### config.mk
export PLATFORM = sky130hd
export DESIGN_NAME = gbnms_iou
export DESIGN_NICKNAME = d
export VERILOG_FILES = /design/src/rtl/gbnms_pkg.sv /design/src/rtl/gbnms_iou.sv
export SDC_FILE = /design/constraint.sdc
export NUM_CORES = 2
export LEC_CHECK = 0
export BUFFER_PORTS_ARGS = -buffer_cell sky130_fd_sc_hd__buf_4
export CAP_MARGIN = 20
export CORE_ASPECT_RATIO = 0.6
export CORE_MARGIN = 8
export CORE_UTILIZATION = 40
export CTS_BUF_LIST = sky130_fd_sc_hd__clkbuf_8
export DETAILED_ROUTE_END_ITERATION = 8
export PLACE_DENSITY = 0.59
export SETUP_SLACK_MARGIN = 0.15
export SLEW_MARGIN = 20
export SYNTH_ARGS = -nofsm -noshare
export SYNTH_HDL_FRONTEND = slang
export SYNTH_SLANG_ARGS = --single-unit
### constraint.sdc
create_clock -name i_clk -period 33.3 [get_ports i_clk]
set_clock_uncertainty 0.15 [all_clocks]
set_input_delay 6.66 -clock i_clk [delete_from_list [all_inputs] [get_ports i_clk]]
set_output_delay 6.66 -clock i_clk [all_outputs]
set_load 0.005 [all_outputs]
### src/rtl/gbnms_pkg.sv
// Package for the greedy box NMS unit: widths, constants, record types.
// Used by the top level and the IoU datapath; depends on nothing.
package gbnms_pkg;

    localparam int MAX_PROPOSALS = 128;
    localparam int IDX_W = $clog2(MAX_PROPOSALS);
    localparam int CNT_W = IDX_W + 1;
    localparam int BOX_W = 50;
    localparam int TAG_W = 20;

    localparam logic [1:0] CFG_SUP_THR = 2'd0;
    localparam logic [1:0] CFG_MRG_THR = 2'd1;
    localparam logic [1:0] CFG_MRG_TOL = 2'd2;

    typedef struct packed {
        logic signed [11:0] left;
        logic signed [11:0] top;
        logic [12:0] width;
        logic [12:0] height;
    } t_box;

    typedef struct packed {
        logic [6:0] index;
        logic [1:0] color;
        logic [2:0] cls;
        logic [7:0] score;
    } t_tag;

    typedef struct packed {
        logic [6:0] proposal_index;
        logic kept;
        logic [6:0] suppressor_index;
        logic merge;
        logic dropped;
    } t_result;

    typedef enum logic [2:0] {
        ST_IDLE,
        ST_READ,
        ST_OVL,
        ST_MUL,
        ST_CMP,
        ST_DONE
    } t_state;

endpackage

### src/rtl/gbnms_iou.sv
// IoU datapath: overlap and area products in two register stages, then the threshold compares.
// Depends on gbnms_pkg.
module gbnms_iou (
    input  logic                i_clk,
    input  gbnms_pkg::t_box     i_prop,
    input  gbnms_pkg::t_box     i_kept,
    input  logic [8:0]          i_sup_thr,
    input  logic [8:0]          i_mrg_thr,
    output logic                o_suppress,
    output logic                o_merge_iou
);
    import gbnms_pkg::*;

    logic signed [14:0] x0, y0, x1, y1, ar, br, ab, bb;
    logic signed [15:0] dx, dy;
    logic [12:0] r_dx, r_dy, r_pw, r_ph, r_kw, r_kh;
    logic [25:0] r_inter, r_ap, r_ak;
    logic [27:0] uni;
    logic [51:0] lhs, rs, rm;

    // Stage 1: overlap extents. Right and bottom edges can reach 2047 + 8191.
    always_comb begin
        ar = 15'(i_prop.left) + $signed({2'b00, i_prop.width});
        br = 15'(i_kept.left) + $signed({2'b00, i_kept.width});
        ab = 15'(i_prop.top) + $signed({2'b00, i_prop.height});
        bb = 15'(i_kept.top) + $signed({2'b00, i_kept.height});
        x0 = (i_prop.left > i_kept.left) ? 15'(i_prop.left) : 15'(i_kept.left);
        y0 = (i_prop.top > i_kept.top) ? 15'(i_prop.top) : 15'(i_kept.top);
        x1 = (ar < br) ? ar : br;
        y1 = (ab < bb) ? ab : bb;
        dx = 16'(x1) - 16'(x0);
        dy = 16'(y1) - 16'(y0);
    end

    always_ff @(posedge i_clk) begin
        r_dx <= (dx > 0) ? dx[12:0] : '0;
        r_dy <= (dy > 0) ? dy[12:0] : '0;
        r_pw <= i_prop.width;
        r_ph <= i_prop.height;
        r_kw <= i_kept.width;
        r_kh <= i_kept.height;
    end

    // Stage 2: the three area products.
    always_ff @(posedge i_clk) begin
        r_inter <= r_dx * r_dy;
        r_ap    <= r_pw * r_ph;
        r_ak    <= r_kw * r_kh;
    end

    // Stage 3: union and scaled compares, seen by the controller in the same cycle.
    always_comb begin
        uni = 28'(r_ap) + 28'(r_ak) - 28'(r_inter);
        lhs = {18'd0, r_inter, 8'd0};
        rs  = 52'(i_sup_thr) * 52'(uni);
        rm  = 52'(i_mrg_thr) * 52'(uni);
        o_suppress  = (uni == '0) || (lhs > rs);
        o_merge_iou = (uni != '0) && (lhs > rm);
    end
endmodule

# Word-level counts from Yosys, hierarchy flattened

Cells that the tools add are included.

Output and inout port bits: 2
Flip-flop bits (word level): 156

$add $sub $neg: 8
Order comparisons: 8
Multiplexer cells: 4
$mul: 5
Reduce and logical (&&, ||, !) cells: 4

Operators by type and width:

| kind                  | number |
|---|---|
| $mul A13 B13 Y26      | 3 |
| $gt A34 B37 Y1        | 2 |
| $mul A9 B28 Y37       | 2 |
| $add A12 B14 Y15      | 4 |
| $mux W15              | 4 |
| $gt A16 B1 Y1 const B | 2 |
| $sub A15 B15 Y16      | 2 |
| $lt A15 B15 Y1        | 2 |
| $logic_not A28 Y1     | 1 |
| $reduce_bool A28 Y1   | 1 |
| $sub A27 B26 Y28      | 1 |
| $add A26 B26 Y27      | 1 |
| $gt A12 B12 Y1        | 2 |
| $logic_and A1 B1 Y1   | 1 |
| $logic_or A1 B1 Y1    | 1 |

# Depth between registers and ports, before layout

Depth after elaboration: 5
Gate-level depth with buffers: 44
Depth with buffers taken out: 43

# Least setup slack after synthesis

OpenSTA, ideal clock, no wires.

Kind: input -> output
Start point: input i_sup_thr[0]
End point: output o_suppress
Stages: 28
Path buffers: 2
Setup slack: 13.579 ns
Data arrival time: 12.911 ns
Path through: clkbuf_1 -> clkbuf_1 -> nand2_1 -> fa_1 -> inv_1 -> fa_1 -> fa_1 -> inv_1 -> fa_1 -> inv_1 -> ha_1 -> and2_1 -> a221oi_1 -> o2bb2ai_1 -> nor3_1 -> a211oi_1 -> o31ai_1 -> a31oi_1 -> a21o_1 -> a211o_1 -> nand2_1 -> ha_1 -> nand3_1 -> nor2_1 -> nand4_1 -> o211ai_1 -> or4_1 -> o21ai_0

Word-level cells in the longest chain between the ends: 3

RTL lines:

| item               | line            | text |
|---|---|---|
| from (decl)        | gbnms_iou.sv:7  | `input logic [8:0] i_sup_thr,` |
| $mul A9 B28 Y37    | gbnms_iou.sv:55 | `rs = 52'(i_sup_thr) * 52'(uni);` |
| $gt A34 B37 Y1     | gbnms_iou.sv:57 | `o_suppress = (uni == '0) \|\| (lhs > rs);` |
| $logic_or A1 B1 Y1 | gbnms_iou.sv:57 |  |
| to (decl)          | gbnms_iou.sv:9  | `output logic o_suppress,` |

Every way passes these cells.

# Final worst setup path

Same ends and word-level chain as after synthesis.

==> impl_metrics.toml <==
[detailed_routing]
first_pass_iters = 5
wl_per_cell_um = 18.02
ant_nets = 0
num_vias = 32220
vias_per_cell = 5.043
dr.first_iter.drc_count = 2230
drt-total-wl_um = 115100
drc = 0

[setup_path]
path_common_cell = "fa_1"
crit_type = "in -> out"
crit_required_ns = 26.49
cp.depth = 29
cp-start-kind = "primary input"
crit_buf_inv = 6
max_stage_delay_ns = 0.67
crit_arrival_ns = 14.00
reg2reg_to = "r_ap[24]$_DFF_P_"
worstPathMaxFanout = 28
critPathSlowestCell = "o21ai_0"
cp-endpoint = "o_suppress"
rr_startpoint = "r_pw[5]$_DFF_P_"
r2r_slack_ns = 25.84
ff2ff_path_depth = 20
cp-startpoint = "i_sup_thr[0]"
end_kind = "output pin"
critPathTopFamily = "adder cells"

[sta]
slew_viol_final = 0
max_freq_mhz = 48.06
rsz0062_at_grt = "no"
finalHoldViolCount = 0
setup_viol = 0
fin_crit_sh_pct = 62.48
setup_tns_ns = 0
worst_pin_slew_ns = 0.8900
period_minus_slack_ns = 20.81
maxSlewHeadroom_pct = 40.67

[clocking]
clkLatencyLatePin_ns = 0.54
cts_tree = "built"
ctsHoldBuffers = 0
postCtsSetupRepairBufs = 0
ctsResizeCount = 0
clkSlewWorstSetupHoldPaths_ns = 0.11
cts.path.max_buffers = 2
cts-root-buf = "clkbuf_8"
cts_max_level = 4
cts_buffers = 17
clock-sinks = 156

[placement]
hpwl_um = 96430
port_buffers = 120
dpl.cell_count = 6357
gp_congestion = 0.8823

[status]
status = "finished, final reports clean"

[global_route]
grt_max_degree = 29
grt_pass1_wl_um = 188700
gr-total-overflow = 0
track_usage_pct = 19.76
antenna_found_initial = 3
grt_pass1_vias = 33830

[final_layout]
fin_nets = 6375
area_delta_synth_final_pct = 6.469
regArea_um2 = 3123
multi_input_area_um2 = 35360
fill_cells = 10650
drive_gt1_share_pct = 4.392
fin_util_pct = 42.76
num_antenna_cells = 0
layout_commonest_cell = "inv_1"
layout_common_cells = "inv_1 (1022), fa_1 (761), nand2_1 (617)"
layout.cells.non_filler = 6389

[floorplanning]
die_width_um = 438.8
start_util_pct = 40.16
io_pins = 121
rows = 93
core-area_um2 = 106800
die_h_um = 269.7
die-area_um2 = 118300

[synthesis]
ys_ff_latch = 156
netlist_area_um2 = 42900
synth-edff-count = 0
ys_seq_area_share_pct = 7.280
synthTopCellsByArea = "fa_1 (36%), ha_1 (16%), inv_1 (8.9%)"
synth_top_cell_by_area = "fa_1"
async_flop_share_pct = 0
synth_flop_cell = "dfxtp_1"
synth.top_cell.area_share_pct = 35.51
synth_cells = 4937
yosysWarnings = 0
syn_avg_cell_area_um2 = 8.689
synth_cell_types = 69
syn_nets = 6361

[min_path]
min_path_type = "reg -> reg"

[flow_run]
maxCapViolCount = 0
-- cell type report --
cell class	instances	area share, %
tap	1425	3.904
multi-input combinational	3600	77.41
inverter	1022	8.399
sequential	156	6.837
clock buffer	17	0.5123
clock inverter	15	0.4109
timing repair buffer	154	2.531
-- worst min path at each step --
stage / start / to / depth (start not counted)
after floorplan: r_dy[0]$_SDFF_PP0_ / r_inter[0]$_DFF_P_ / 1
after global placement: r_kh[0]$_DFF_P_ / r_ak[0]$_DFF_P_ / 1
after detailed placement: r_kh[0]$_DFF_P_ / r_ak[0]$_DFF_P_ / 1
after CTS: r_kh[0]$_DFF_P_ / r_ak[0]$_DFF_P_ / 1
after global routing: r_kh[0]$_DFF_P_ / r_ak[0]$_DFF_P_ / 1
final: r_kh[0]$_DFF_P_ / r_ak[0]$_DFF_P_ / 1
-- worst register-to-register path: cells and delay by family (launching register included) --
kind | cells | cell delay, ns
fa+ha+maj | 6 | 2.85
simple gates | 2 | 0.39
compound gates | 8 | 2.58
buf+inv | 3 | 0.15
flops | 1 | 0.80
xor+xnor | 1 | 0.34
-- sequential cells by signal, indices dropped and copies added, names as in the netlist --
register  count
r_ph         13
r_ak         26
r_pw         13
r_kh         13
r_inter      26
r_ap         26
r_dx         13
r_kw         13
r_dy         13
-- cells in the mapped netlist, types with 7 or more instances --
cell type and n:
a21o_1 98, o21a_1 32, o31ai_1 10, nand2_1 617, and3_1 20, nor2_1 144
a21boi_0 10, o211ai_1 12, nand2b_1 33, inv_1 1022, ha_1 544, o21bai_1 37
fa_1 761, nand4_1 26, nand3_1 38, nor3_1 37, xnor2_1 142, a21oi_1 174
clkbuf_1 152, a31o_2 7, a31oi_1 17, or4_1 8, o21ai_0 90, nor2b_1 30
and2_1 481, a211oi_1 8, dfxtp_1 156, xor2_1 69, or3_1 7, mux2i_1 44
o41ai_1 8, mux2_2 12, a211o_1 8
-- per-layer routing --
layer  part of all wire [%]  global-route usage (%)
met5                      0                       0
met1                     52                   30.81
met4                    1.0                   2.630
met3                    7.9                   4.812
met2                     40                   27.96
-- cells by family after synthesis --
kind of cell / after synthesis / synth area share, %
flops: 156 / 7.280
buf+inv: 1181 / 10.34
xor+xnor: 211 / 4.308
simple gates: 1465 / 16.83
mux: 56 / 1.342
compound gates: 563 / 8.528
fa+ha+maj: 1305 / 51.38
-- stage by stage --
stage               hold WS [ns]  setup WS, ns  instance area (um2)
floorplan                 0.3064         13.58                42900
global placement          0.5807         12.61                45250
detailed placement        0.5731         12.54                45250
CTS                       0.5988         12.49                45680
global route              0.6062         12.04                45680
finish                    0.5696         12.49                45680
Power is left out: the tool's default activity adds up to more than one toggle a clock period on the data nets, which glitch-free logic cannot reach.
