### src/rtl/gbnms_ram.sv
// Generic single-port-write, single-port-read RAM with registered read.
// No dependencies.
module gbnms_ram #(
    parameter int WIDTH = 8,
    parameter int DEPTH = 16
) (
    input  logic                     i_clk,
    input  logic                     i_we,
    input  logic [$clog2(DEPTH)-1:0] i_waddr,
    input  logic [WIDTH-1:0]         i_wdata,
    input  logic [$clog2(DEPTH)-1:0] i_raddr,
    output logic [WIDTH-1:0]         o_rdata
);
    logic [WIDTH-1:0] r_mem [DEPTH];
    logic [WIDTH-1:0] r_rdata;

    // Write port and registered read port.
    always_ff @(posedge i_clk) begin
        if (i_we) begin
            r_mem[i_waddr] <= i_wdata;
        end
        r_rdata <= r_mem[i_raddr];
    end

    assign o_rdata = r_rdata;
endmodule

### config.mk
export PLATFORM = sky130hd
export DESIGN_NAME = gbnms_ram
export DESIGN_NICKNAME = d
export VERILOG_FILES = /design/src/rtl/gbnms_ram.sv
export SDC_FILE = /design/constraint.sdc
export NUM_CORES = 1
export LEC_CHECK = 0
export BUFFER_PORTS_ARGS = -buffer_cell sky130_fd_sc_hd__buf_2
export CORE_UTILIZATION = 45
export DETAILED_ROUTE_END_ITERATION = 16
export PLACE_DENSITY = 0.76
export SKIP_LAST_GASP = 1
export SLEW_MARGIN = 25
export SYNTH_ARGS = -nofsm -noshare
export SYNTH_HDL_FRONTEND = slang
export SYNTH_SLANG_ARGS = --single-unit
export TNS_END_PERCENT = 30
### constraint.sdc
create_clock -name i_clk -period 1.7 [get_ports i_clk]
set_input_delay 0.17 -clock i_clk [delete_from_list [all_inputs] [get_ports i_clk]]
set_output_delay 0.17 -clock i_clk [all_outputs]
set_load 0.02 [all_outputs]
-- Word level (Yosys, flattened, before mapping)
Memory sizes are Yosys's and may differ from the RTL's. A register that Yosys moved wholly into a read port is not among the register bits.
Cells that the tools add are included.
- bits in registers: 0
- bits in latches: 0
- RAM bits: 128
- ROM bits: 0
- input port bits: 18
- output and inout port bits: 8
- logic and storage cells: 3
- memories: 1
- $add $sub $neg: 0
- $mul: 0
- div/mod/pow operators: 0
- order comparisons: 0
- eq/ne operators: 0
- shifts and indexed selects: 0
- muxes and demuxes: 2
- bitwise operators: 0
- reductions and logical operators: 0
- memories (name ; depth ; bits a word ; rd ports ; clocked after memory_dff ; write ports ; RTL line ; text):
    r_mem ; 16 ; 8 ; 1 ; 1 ; 1 ; 14 ; logic [WIDTH-1:0] r_mem [DEPTH];
- operators by type and width (operator ; count):
    $mux 1 ; 2

-- Logic depth before layout (Yosys ltp)
Gate-level depths: netlist of the first run.
- word-level depth: 2
- depth in mapped cells: 5

-- Worst setup path before layout of the first run
OpenSTA, ideal clock, no wires.
- kind: input port to flip-flop
- start point: in i_waddr[2]
- end point: mem r_mem[0][0] (enable)
- library setup time: 0.383 ns
- data arrival time: 1.280 ns
- required time: 1.317 ns
- path slack: 0.037 ns
- stages: 2
- cells stage by stage: or3b_2 > nor3_1
- RTL lines (what ; RTL line ; text):
    start, declared ; 9 ; input logic [$clog2(DEPTH)-1:0] i_waddr,
    end, declared ; 14 ;
No word-level cell before the write port.

==> results.py, run 1 <==
metrics = {
    "logic_synthesis": {
        "syn_inst": 229,
        "synth_area_mm2": 0.005147,
        "syn_avg_cell_area_um2": 22.48,
        "postSynthNetCount": 247,
        "yosysUniqueCellTypes": 19,
        "yosys_warnings": 0,
        "synth_seq_cells": 136,
        "synth-seq-area-share_pct": 77.78,
    },
    "timing": {
        "period_share_pct": 85.92,
        "hold_viol_final": 0,
        "worst_pin_slew_ns": 0.5817,
        "fin_setup_tns_ns": 0,
        "max_slew_margin_pct": 61.08,
        "finalMaxSlewViolations": 0,
        "fmax_mhz": 684.6,
        "clock_skew_ns": 0.005530,
        "fin_crit_ns": 1.461,
        "finalSetupViolations": 0,
        "rsz0062_at_grt": "no",
    },
    "global_routing": {
        "grt_use_total_pct": 17.54,
        "grt_pass1_vias": 2525,
        "grt_pass1_wl_mm": 13.90,
        "antenna_found_initial": 0,
        "grt_overflow_total": 0,
        "grt_max_degree": 33,
    },
    "clock_tree": {
        "post_cts_resize_count": 0,
        "clkLatencyLatePin_ns": 0.41,
        "cts_tree": "built",
        "cts.path.max_buffers": 2,
        "htreeDepth": 4,
        "cts.sinks": 136,
        "clk_pin_slew_ns": 0.06,
        "cts_buffers": 17,
        "cts_hold_buffers": 0,
        "cts_setup_buffers": 0,
        "cts-root-buf": "clkbuf_16",
    },
    "floorplan": {
        "io_pins": 26,
        "fp.dieW_um": 109.0,
        "fp.dieH_um": 109.0,
        "dieArea_mm2": 0.01187,
        "core-area_mm2": 0.01098,
        "num_rows": 38,
        "initial_utilization_pct": 46.87,
    },
    "finish": {
        "multi_input_area_mm2": 0.001057,
        "layout_common_cells": "edfxtp_1, buf_2, mux4_2, clkbuf_16, buf_4",
        "fin_cells": 436,
        "diodes": 0,
        "fillers": 793,
        "fin_nets": 301,
        "drive_above_1_share_pct": 32.09,
        "regArea_mm2": 0.004004,
        "final_common_cell": "edfxtp_1",
        "area_growth_pct": 19.03,
    },
    "routing": {
        "drt-initial-drc-count": 195,
        "detail-route-antenna-nets": 0,
        "avgViaCountPerCell": 5.544,
        "wire_per_inst_um": 21.31,
        "wirelength_mm": 9.289,
        "vias": 2417,
        "drc": 0,
        "drt_pass1_iterations": 4,
    },
    "worst_setup_path": {
        "cp-end-kind": "register",
        "cpMaxStageDelayCell": "mux4_1",
        "arrival_ns": 1.75,
        "crit_required_ns": 1.99,
        "cp_num_buf_inv": 0,
        "slowest_delay_ns": 0.54,
        "critPathTopFamily": "multiplexers",
        "path_class": "register to register",
        "crit_chain": "mux4_1, a22oi_1, nand2_1",
        "crit_path_max_fanout": 1,
        "start_kind": "register",
    },
    "hold_path": {
        "hold_path_class": "input pin to register",
    },
    "place": {
        "dp.cells": 404,
        "dp_hpwl_mm": 5.838,
        "place.gp.congestion": 0.7109,
        "io_buffers": 25,
    },
    "pwr": {
        "power_density_mw_per_mm2": 1248,
        "p_leak_nw": 2.087,
        "ir_drop_v": 0.001010,
    },
    "job": {
        "max_cap_viol_count": 0,
    },
    "status": {
        "status": "finished, final reports clean",
    },
}
[routing by layer]
layer | vias to the layer above | share of wire [%] | global-route usage, %
met5 | - | 0 | 0
met4 | 0 | 1.5 | 6.371
met3 | 15 | 4.0 | 6.336
met2 | 68 | 54 | 30.14
met1 | 1251 | 40 | 20.10
li1 | 1083 | - | -
[worst paths after layout]
kind,start,to,slack (ns),depth (start not counted)
setup reg to reg,r_mem[1][5]$_DFFE_PP_,o_rdata[5]$_DFF_P_,0.24,3
setup / recovery,r_mem[1][5]$_DFFE_PP_,o_rdata[5]$_DFF_P_,0.24,3
hold reg to reg,r_mem[15][4]$_DFFE_PP_,o_rdata[4]$_DFF_P_,0.67,3
hold / removal,i_wdata[1],r_mem[10][1]$_DFFE_PP_,0.14,1
[flip-flops by register name (all words and copies together) (netlist names)]
signal   count
r_mem      128
o_rdata      8
[layout make-up]
| type | instances | share of cell area (%) |
|---|---|---|
| Clock buffer | 17 | 6.943 |
| Clock inverter | 15 | 2.491 |
| Sequential cell | 136 | 65.35 |
| Tap cell | 140 | 2.859 |
| Multi-Input combinational cell | 83 | 17.26 |
| Timing Repair Buffer | 45 | 5.105 |
[through the flow]
stage | hold WS [ns] | total power [mW] | area (um^2) | utilization, % | setup WS [ns]
2_1_floorplan | 0.2689 | 4.052 | 5147 | - | 0.03713
3_3_place_gp | 0.5494 | 4.193 | 5549 | 50.52 | 0.1060
3_5_place_dp | 0.5633 | 4.212 | 5549 | 50.52 | 0.05450
4_1_cts | 0.1279 | 7.707 | 6127 | 55.79 | 0.2182
5_1_grt | 0.1331 | 7.872 | 6127 | 55.79 | 0.2280
6_report | 0.1423 | 7.645 | 6127 | 55.79 | 0.2394
[power by group]
| group | internal, mW | leakage [nW] | switching [mW] |
|---|---|---|---|
| logic | 0.156 | 0.590 | 0.214 |
| registers | 3.75 | 1.22 | 0.0210 |
| clock network | 2.16 | 0.273 | 1.35 |
| total | 6.06 | 2.09 | 1.58 |
[cells by family (layout without fill, tap and decap cells)]
group	count (synthesis)	after routing	synth area share (%)
DFF	136	136	77.78
muxes	32	32	15.02
and+or+nand+nor	35	35	3.184
buffers and inverters	10	77	1.677
AOI/OAI and AO/OA	16	16	2.334
[synth_stat cells (all sizes together)]
| cell | number | share of area (%) |
|---|---|---|
| buf | 7 | 1.1 |
| nor2 | 13 | 0.95 |
| nand3b | 2 | 0.29 |
| dfxtp | 8 | 3.1 |
| or3b | 1 | 0.17 |
| edfxtp | 128 | 75 |
| clkdlybuf4s25 | 3 | 0.58 |
| and2b | 1 | 0.15 |
| nand2b | 2 | 0.24 |
| a22oi | 16 | 2.3 |
| nand2 | 9 | 0.66 |
| nand3 | 1 | 0.097 |
| nor2b | 1 | 0.12 |
| mux4 | 32 | 15 |
| nor3 | 4 | 0.39 |
| and2 | 1 | 0.12 |
No activity file was read; power rests on OpenSTA's default activity.
==> run 2: changes to the inputs <==
--- a/config.mk
+++ b/config.mk
@@ -6,9 +6,12 @@
 export NUM_CORES = 1
 export LEC_CHECK = 0
 export BUFFER_PORTS_ARGS = -buffer_cell sky130_fd_sc_hd__buf_2
+export CELL_PAD_IN_SITES_DETAIL_PLACEMENT = 1
+export CELL_PAD_IN_SITES_GLOBAL_PLACEMENT = 1
+export CORE_ASPECT_RATIO = 2
 export CORE_UTILIZATION = 45
 export DETAILED_ROUTE_END_ITERATION = 16
-export PLACE_DENSITY = 0.76
+export PLACE_DENSITY = 0.82
 export SKIP_LAST_GASP = 1
 export SLEW_MARGIN = 25
 export SYNTH_ARGS = -nofsm -noshare
==> run 2 against run 1 <==
Against the previous run:
- clock power shrank 5%
- register-to-register slack gained 0.09 ns
- non-clock buffer count grew 2
- global-route usage grew 2.8 points
- core utilization shrank 0.37 points
- critical path depth is the same
- sequential share of layout area grew 0.25 points
- highest routed layer unchanged
- critical endpoint is now o_rdata[3]$_DFF_P_
- clock skew grew 0.0013 ns
- count of clock-buffer cells in the layout grew 1
==> results.py, run 2 (synthesis results as in run 1) <==
metrics = {
    "clock_tree": {
        "clk_pin_slew_ns": 0.06,
        "cts_setup_buffers": 0,
        "clkLatencyLatePin_ns": 0.41,
        "cts.path.max_buffers": 2,
        "cts-root-buf": "clkbuf_16",
        "cts.sinks": 136,
        "cts_tree": "built",
        "htreeDepth": 4,
        "cts_buffers": 17,
        "post_cts_resize_count": 0,
        "cts_hold_buffers": 0,
    },
    "timing": {
        "max_slew_margin_pct": 72.02,
        "setup_slack_ns": 0.3259,
        "worst_pin_slew_ns": 0.4197,
        "fin_crit_ns": 1.374,
        "fmax_mhz": 727.8,
        "rsz0062_at_grt": "no",
        "fin_setup_tns_ns": 0,
        "clock_skew_ns": 0.006820,
        "finalMaxSlewViolations": 0,
        "hold_viol_final": 0,
        "finalSetupViolations": 0,
        "period_share_pct": 80.83,
    },
    "floorplan": {
        "fp.dieW_um": 77.63,
        "io_pins": 26,
        "num_rows": 54,
        "initial_utilization_pct": 46.74,
        "fp.dieH_um": 153.3,
        "core-area_mm2": 0.01101,
        "dieArea_mm2": 0.01190,
    },
    "finish": {
        "diodes": 0,
        "drive_above_1_share_pct": 31.54,
        "top_register": "r_mem",
        "utilization_pct": 55.42,
        "layout_common_cells": "edfxtp_1, buf_2, buf_4, mux4_2, clkbuf_16",
        "final_common_cell": "edfxtp_1",
        "largest_register_ffs": 128,
        "area_growth_pct": 18.57,
        "fillers": 961,
        "fin_cells": 438,
        "fin_nets": 303,
    },
    "routing": {
        "drt_pass1_iterations": 4,
        "drc": 0,
        "detail-route-antenna-nets": 0,
        "wire_per_inst_um": 24.75,
        "vias": 2435,
        "drt-initial-drc-count": 114,
        "avgViaCountPerCell": 5.559,
        "wirelength_mm": 10.84,
    },
    "global_routing": {
        "grt_pass1_wl_mm": 16.48,
        "grt_use_total_pct": 20.34,
        "antenna_found_initial": 0,
        "grt_pass1_vias": 2741,
        "grt_overflow_total": 0,
        "grt_max_degree": 33,
    },
    "hold_path": {
        "worstHoldStart": "i_wdata[5]",
        "hold_path_class": "input pin to register",
    },
    "pwr": {
        "ir_drop_v": 0.0008695,
        "power_density_mw_per_mm2": 1223,
        "total_power_mw": 7.465,
        "p_leak_nw": 2.070,
    },
    "place": {
        "dp_hpwl_mm": 7.126,
        "io_buffers": 25,
        "pre_cts_ws_ns": 0.1247,
        "place.gp.congestion": 0.8346,
        "dp.cells": 406,
    },
    "job": {
        "max_cap_viol_count": 0,
    },
    "worst_setup_path": {
        "path_class": "register to register",
        "cp-end-kind": "register",
        "arrival_ns": 1.67,
        "rr_startpoint": "r_mem[0][3]$_DFFE_PP_",
        "crit_start": "r_mem[0][3]$_DFFE_PP_",
        "crit_required_ns": 1.99,
        "start_kind": "register",
        "crit_path_max_fanout": 1,
    },
    "status": {
        "status": "finished, final reports clean",
    },
}
==> run 2: changes by cell type in the layout (fill, tap and decap cells not counted), sizes merged <==
cell and change:
buf +2, bufinv -1, clkinv +1, clkinvlp +2, inv -3, clkbuf +1
==> run 2: metal layers <==
layer / track usage, % / wire, um / part of all wire, % / vias to the layer above
met3: 5.254 / 390 / 3.6 / 17
met4: 9.524 / 267 / 2.5 / 0
met5: 0 / 0 / 0 / -
met2: 34.93 / 5969 / 55 / 74
met1: 23.43 / 4213 / 39 / 1262
li1: - / - / - / 1082
==> run 2: where the power goes <==
group	internal (mW)	switching [mW]	total, mW
registers	3.75	0.0233	3.77
clock network	1.98	1.33	3.31
logic	0.158	0.222	0.380
==> run 2: layout make-up <==
class / instances / area [um^2] / area share, %
well taps: 140 / 175.2 / 2.870
multi-input cells: 83 / 1057 / 17.32
repair buffers: 47 / 327.8 / 5.371
clock inverters: 14 / 110.1 / 1.804
flip-flops and latches: 136 / 4004 / 65.60
clock buffers: 18 / 429.2 / 7.032
==> run 2: final timing paths <==
path / slack [ns] / cells after the start / endpoint
worst min-delay path: 0.13 / 1 / r_mem[13][5]$_DFFE_PP_
worst max register to register: 0.33 / 3 / o_rdata[3]$_DFF_P_
worst min register to register: 0.67 / 3 / o_rdata[0]$_DFF_P_
worst max-delay path: 0.33 / 3 / o_rdata[3]$_DFF_P_
==> run 2: per-stage QoR <==
stage,hold WS (ns),instance area (um^2)
2_1_floorplan,0.2689,5147
3_3_place_gp,0.5290,5564
3_5_place_dp,0.5541,5564
4_1_cts,0.1194,6103
5_1_grt,0.1285,6103
6_report,0.1279,6103
==> run 2: worst max-delay path, stage by stage, from the launching register on <==
cell	delay (ns)
edfxtp_1	0.37
mux4_1	0.50
a22oi_1	0.29
nand2_1	0.09
==> run 3: changes to the inputs <==
--- a/config.mk
+++ b/config.mk
@@ -11,7 +11,7 @@
 export CORE_ASPECT_RATIO = 2
 export CORE_UTILIZATION = 45
 export DETAILED_ROUTE_END_ITERATION = 16
-export PLACE_DENSITY = 0.82
+export PLACE_DENSITY = 0.8
 export SKIP_LAST_GASP = 1
 export SLEW_MARGIN = 25
 export SYNTH_ARGS = -nofsm -noshare
==> constraint.sdc (replaced) <==
create_clock -name i_clk -period 1.3 [get_ports i_clk]
set_input_delay 0.13 -clock i_clk [delete_from_list [all_inputs] [get_ports i_clk]]
set_output_delay 0.13 -clock i_clk [all_outputs]
set_load 0.02 [all_outputs]
==> run 3 against run 2 <==
Against the previous run:
- largest power group unchanged
- critical path type unchanged
- non-clock buffer count grew 11
- final area grew 2.1%
- the run now ends with setup timing left
- final cell count grew 2.5%
- largest cell class unchanged
- setup slack lost 0.34 ns
==> results.py, run 3 (synthesis results as in run 1) <==
metrics = {
    "global_routing": {
        "grt_max_degree": 17,
        "grt_use_total_pct": 21.20,
        "grt_pass1_vias": 2896,
        "grt_pass1_wl_mm": 17.22,
        "grt_overflow_total": 0,
        "antenna_found_initial": 0,
    },
    "finish": {
        "utilization_pct": 56.60,
        "layout_common_cells": "edfxtp_1, buf_4, mux4_2, buf_2, clkbuf_16",
        "area_growth_pct": 21.10,
        "fillers": 946,
        "fin_nets": 314,
        "regArea_mm2": 0.004004,
        "multi_input_area_mm2": 0.001065,
        "top_register": "r_mem",
        "diodes": 0,
        "largest_register_ffs": 128,
        "final_common_cell": "edfxtp_1",
        "design_area_mm2": 0.006233,
        "drive_above_1_share_pct": 40.78,
    },
    "worst_setup_path": {
        "endpoint": "o_rdata[5]$_DFF_P_",
        "arrival_ns": 1.62,
        "r2r_slack_ns": -0.01,
        "reg2reg_to": "o_rdata[5]$_DFF_P_",
        "slowest_delay_ns": 0.49,
        "rr_startpoint": "r_mem[3][5]$_DFFE_PP_",
        "crit_start": "r_mem[3][5]$_DFFE_PP_",
        "crit_chain": "mux4_2, a22oi_1, nand2_1",
        "crit_path_max_fanout": 1,
        "start_kind": "register",
        "cp-end-kind": "register",
        "path_class": "register to register",
        "crit_required_ns": 1.60,
        "worstRegToRegCells": 3,
        "cpMaxStageDelayCell": "mux4_2",
    },
    "timing": {
        "max_slew_margin_pct": 41.71,
        "fin_crit_ns": 1.311,
        "fin_setup_tns_ns": -0.01102,
        "finalMaxSlewViolations": 0,
        "setup_slack_ns": -0.01102,
        "fmax_mhz": 762.8,
        "whs_ns": 0.09205,
        "finalSetupViolations": 1,
        "rsz0062_at_grt": "yes",
        "hold_viol_final": 0,
        "clock_skew_ns": 0.006820,
        "period_share_pct": 100.8,
        "worst_pin_slew_ns": 0.8711,
    },
    "pwr": {
        "ir_drop_v": 0.001123,
        "p_leak_nw": 2.109,
        "power_density_mw_per_mm2": 1624,
    },
    "floorplan": {
        "dieArea_mm2": 0.01190,
        "fp.dieW_um": 77.63,
        "io_pins": 26,
        "core-area_mm2": 0.01101,
        "fp.dieH_um": 153.3,
        "num_rows": 54,
        "initial_utilization_pct": 46.74,
    },
    "hold_path": {
        "hold_path_class": "input pin to register",
    },
    "clock_tree": {
        "clk_pin_slew_ns": 0.06,
        "cts_hold_buffers": 0,
        "cts.sinks": 136,
        "cts_buffers": 17,
        "htreeDepth": 4,
        "cts-root-buf": "clkbuf_16",
        "clkLatencyLatePin_ns": 0.42,
        "cts_tree": "built",
        "cts.path.max_buffers": 2,
    },
    "routing": {
        "detail-route-antenna-nets": 0,
        "vias": 2520,
        "drt_pass1_iterations": 4,
        "avgViaCountPerCell": 5.612,
        "drc": 0,
        "drt-initial-drc-count": 187,
        "wire_per_inst_um": 24.94,
        "wirelength_mm": 11.20,
    },
    "place": {
        "place.gp.congestion": 0.7525,
        "io_buffers": 25,
        "dp_hpwl_mm": 7.942,
        "postPlaceCellArea_mm2": 0.005652,
    },
    "job": {
        "max_cap_viol_count": 0,
    },
    "status": {
        "status": "complete, but fails checks",
        "violations": "setup timing",
    },
}
run 3: per-layer routing:
metal | wire (um) | share of wire, % | up-vias | global-route usage, %
met5 | 0 | 0 | - | 0
met2 | 6481 | 58 | 81 | 37.72
li1 | - | - | 1095 | -
met4 | 330 | 2.9 | 0 | 9.883
met3 | 368 | 3.3 | 24 | 6.149
met1 | 4018 | 36 | 1320 | 22.65
run 3: critical path: cells and delay by family (launching register included):
kind	cells	cell delay (ns)
flip-flops	1	0.42
AO/OA/AOI/OAI	1	0.20
multiplexers	1	0.49
AND/OR/NAND/NOR	1	0.09
run 3: stage by stage:
stage	total power, mW	setup slack, ns	instances
2_1_floorplan	5.300	-0.09615	229
3_3_place_gp	5.526	-0.2258	417
3_5_place_dp	5.558	-0.2483	417
4_1_cts	10.19	-0.01686	449
5_1_grt	10.43	-0.05228	449
6_report	10.12	-0.01102	449
run 3: worst min-delay path by stage:
stage                     cells past startpoint       start                     to  slack [ns]
after detailed placement                      1  i_wdata[0]  r_mem[4][0]$_DFFE_PP_        0.54
after global routing                          1  i_wdata[5]  r_mem[3][5]$_DFFE_PP_         0.1
after global placement                        1  i_wdata[3]  r_mem[4][3]$_DFFE_PP_        0.52
final                                         1  i_wdata[0]  r_mem[4][0]$_DFFE_PP_        0.09
after floorplan                               0  i_wdata[0]  r_mem[0][0]$_DFFE_PP_        0.23
after CTS                                     1  i_wdata[0]  r_mem[4][0]$_DFFE_PP_        0.09
run 3: layout make-up:
class,instances,area share [%]
clock buffer,18,6.885
clock inverter,14,2.409
multi-input combinational,83,17.08
sequential,136,64.23
tap,140,2.810
timing repair buffer,58,6.584
run 3: power breakdown:
group | internal (mW) | switching, mW
clock network | 2.83 | 1.82
registers | 4.90 | 0.0357
logic | 0.232 | 0.309
total | 7.96 | 2.16
run 3: timing repair:
action | in CTS | in global routing
setup endpoints to repair | 7 | 8
resized for setup | 7 | 11
pin swaps | 1 | 1
setup buffers | 0 | 0
cloned | 0 | 0
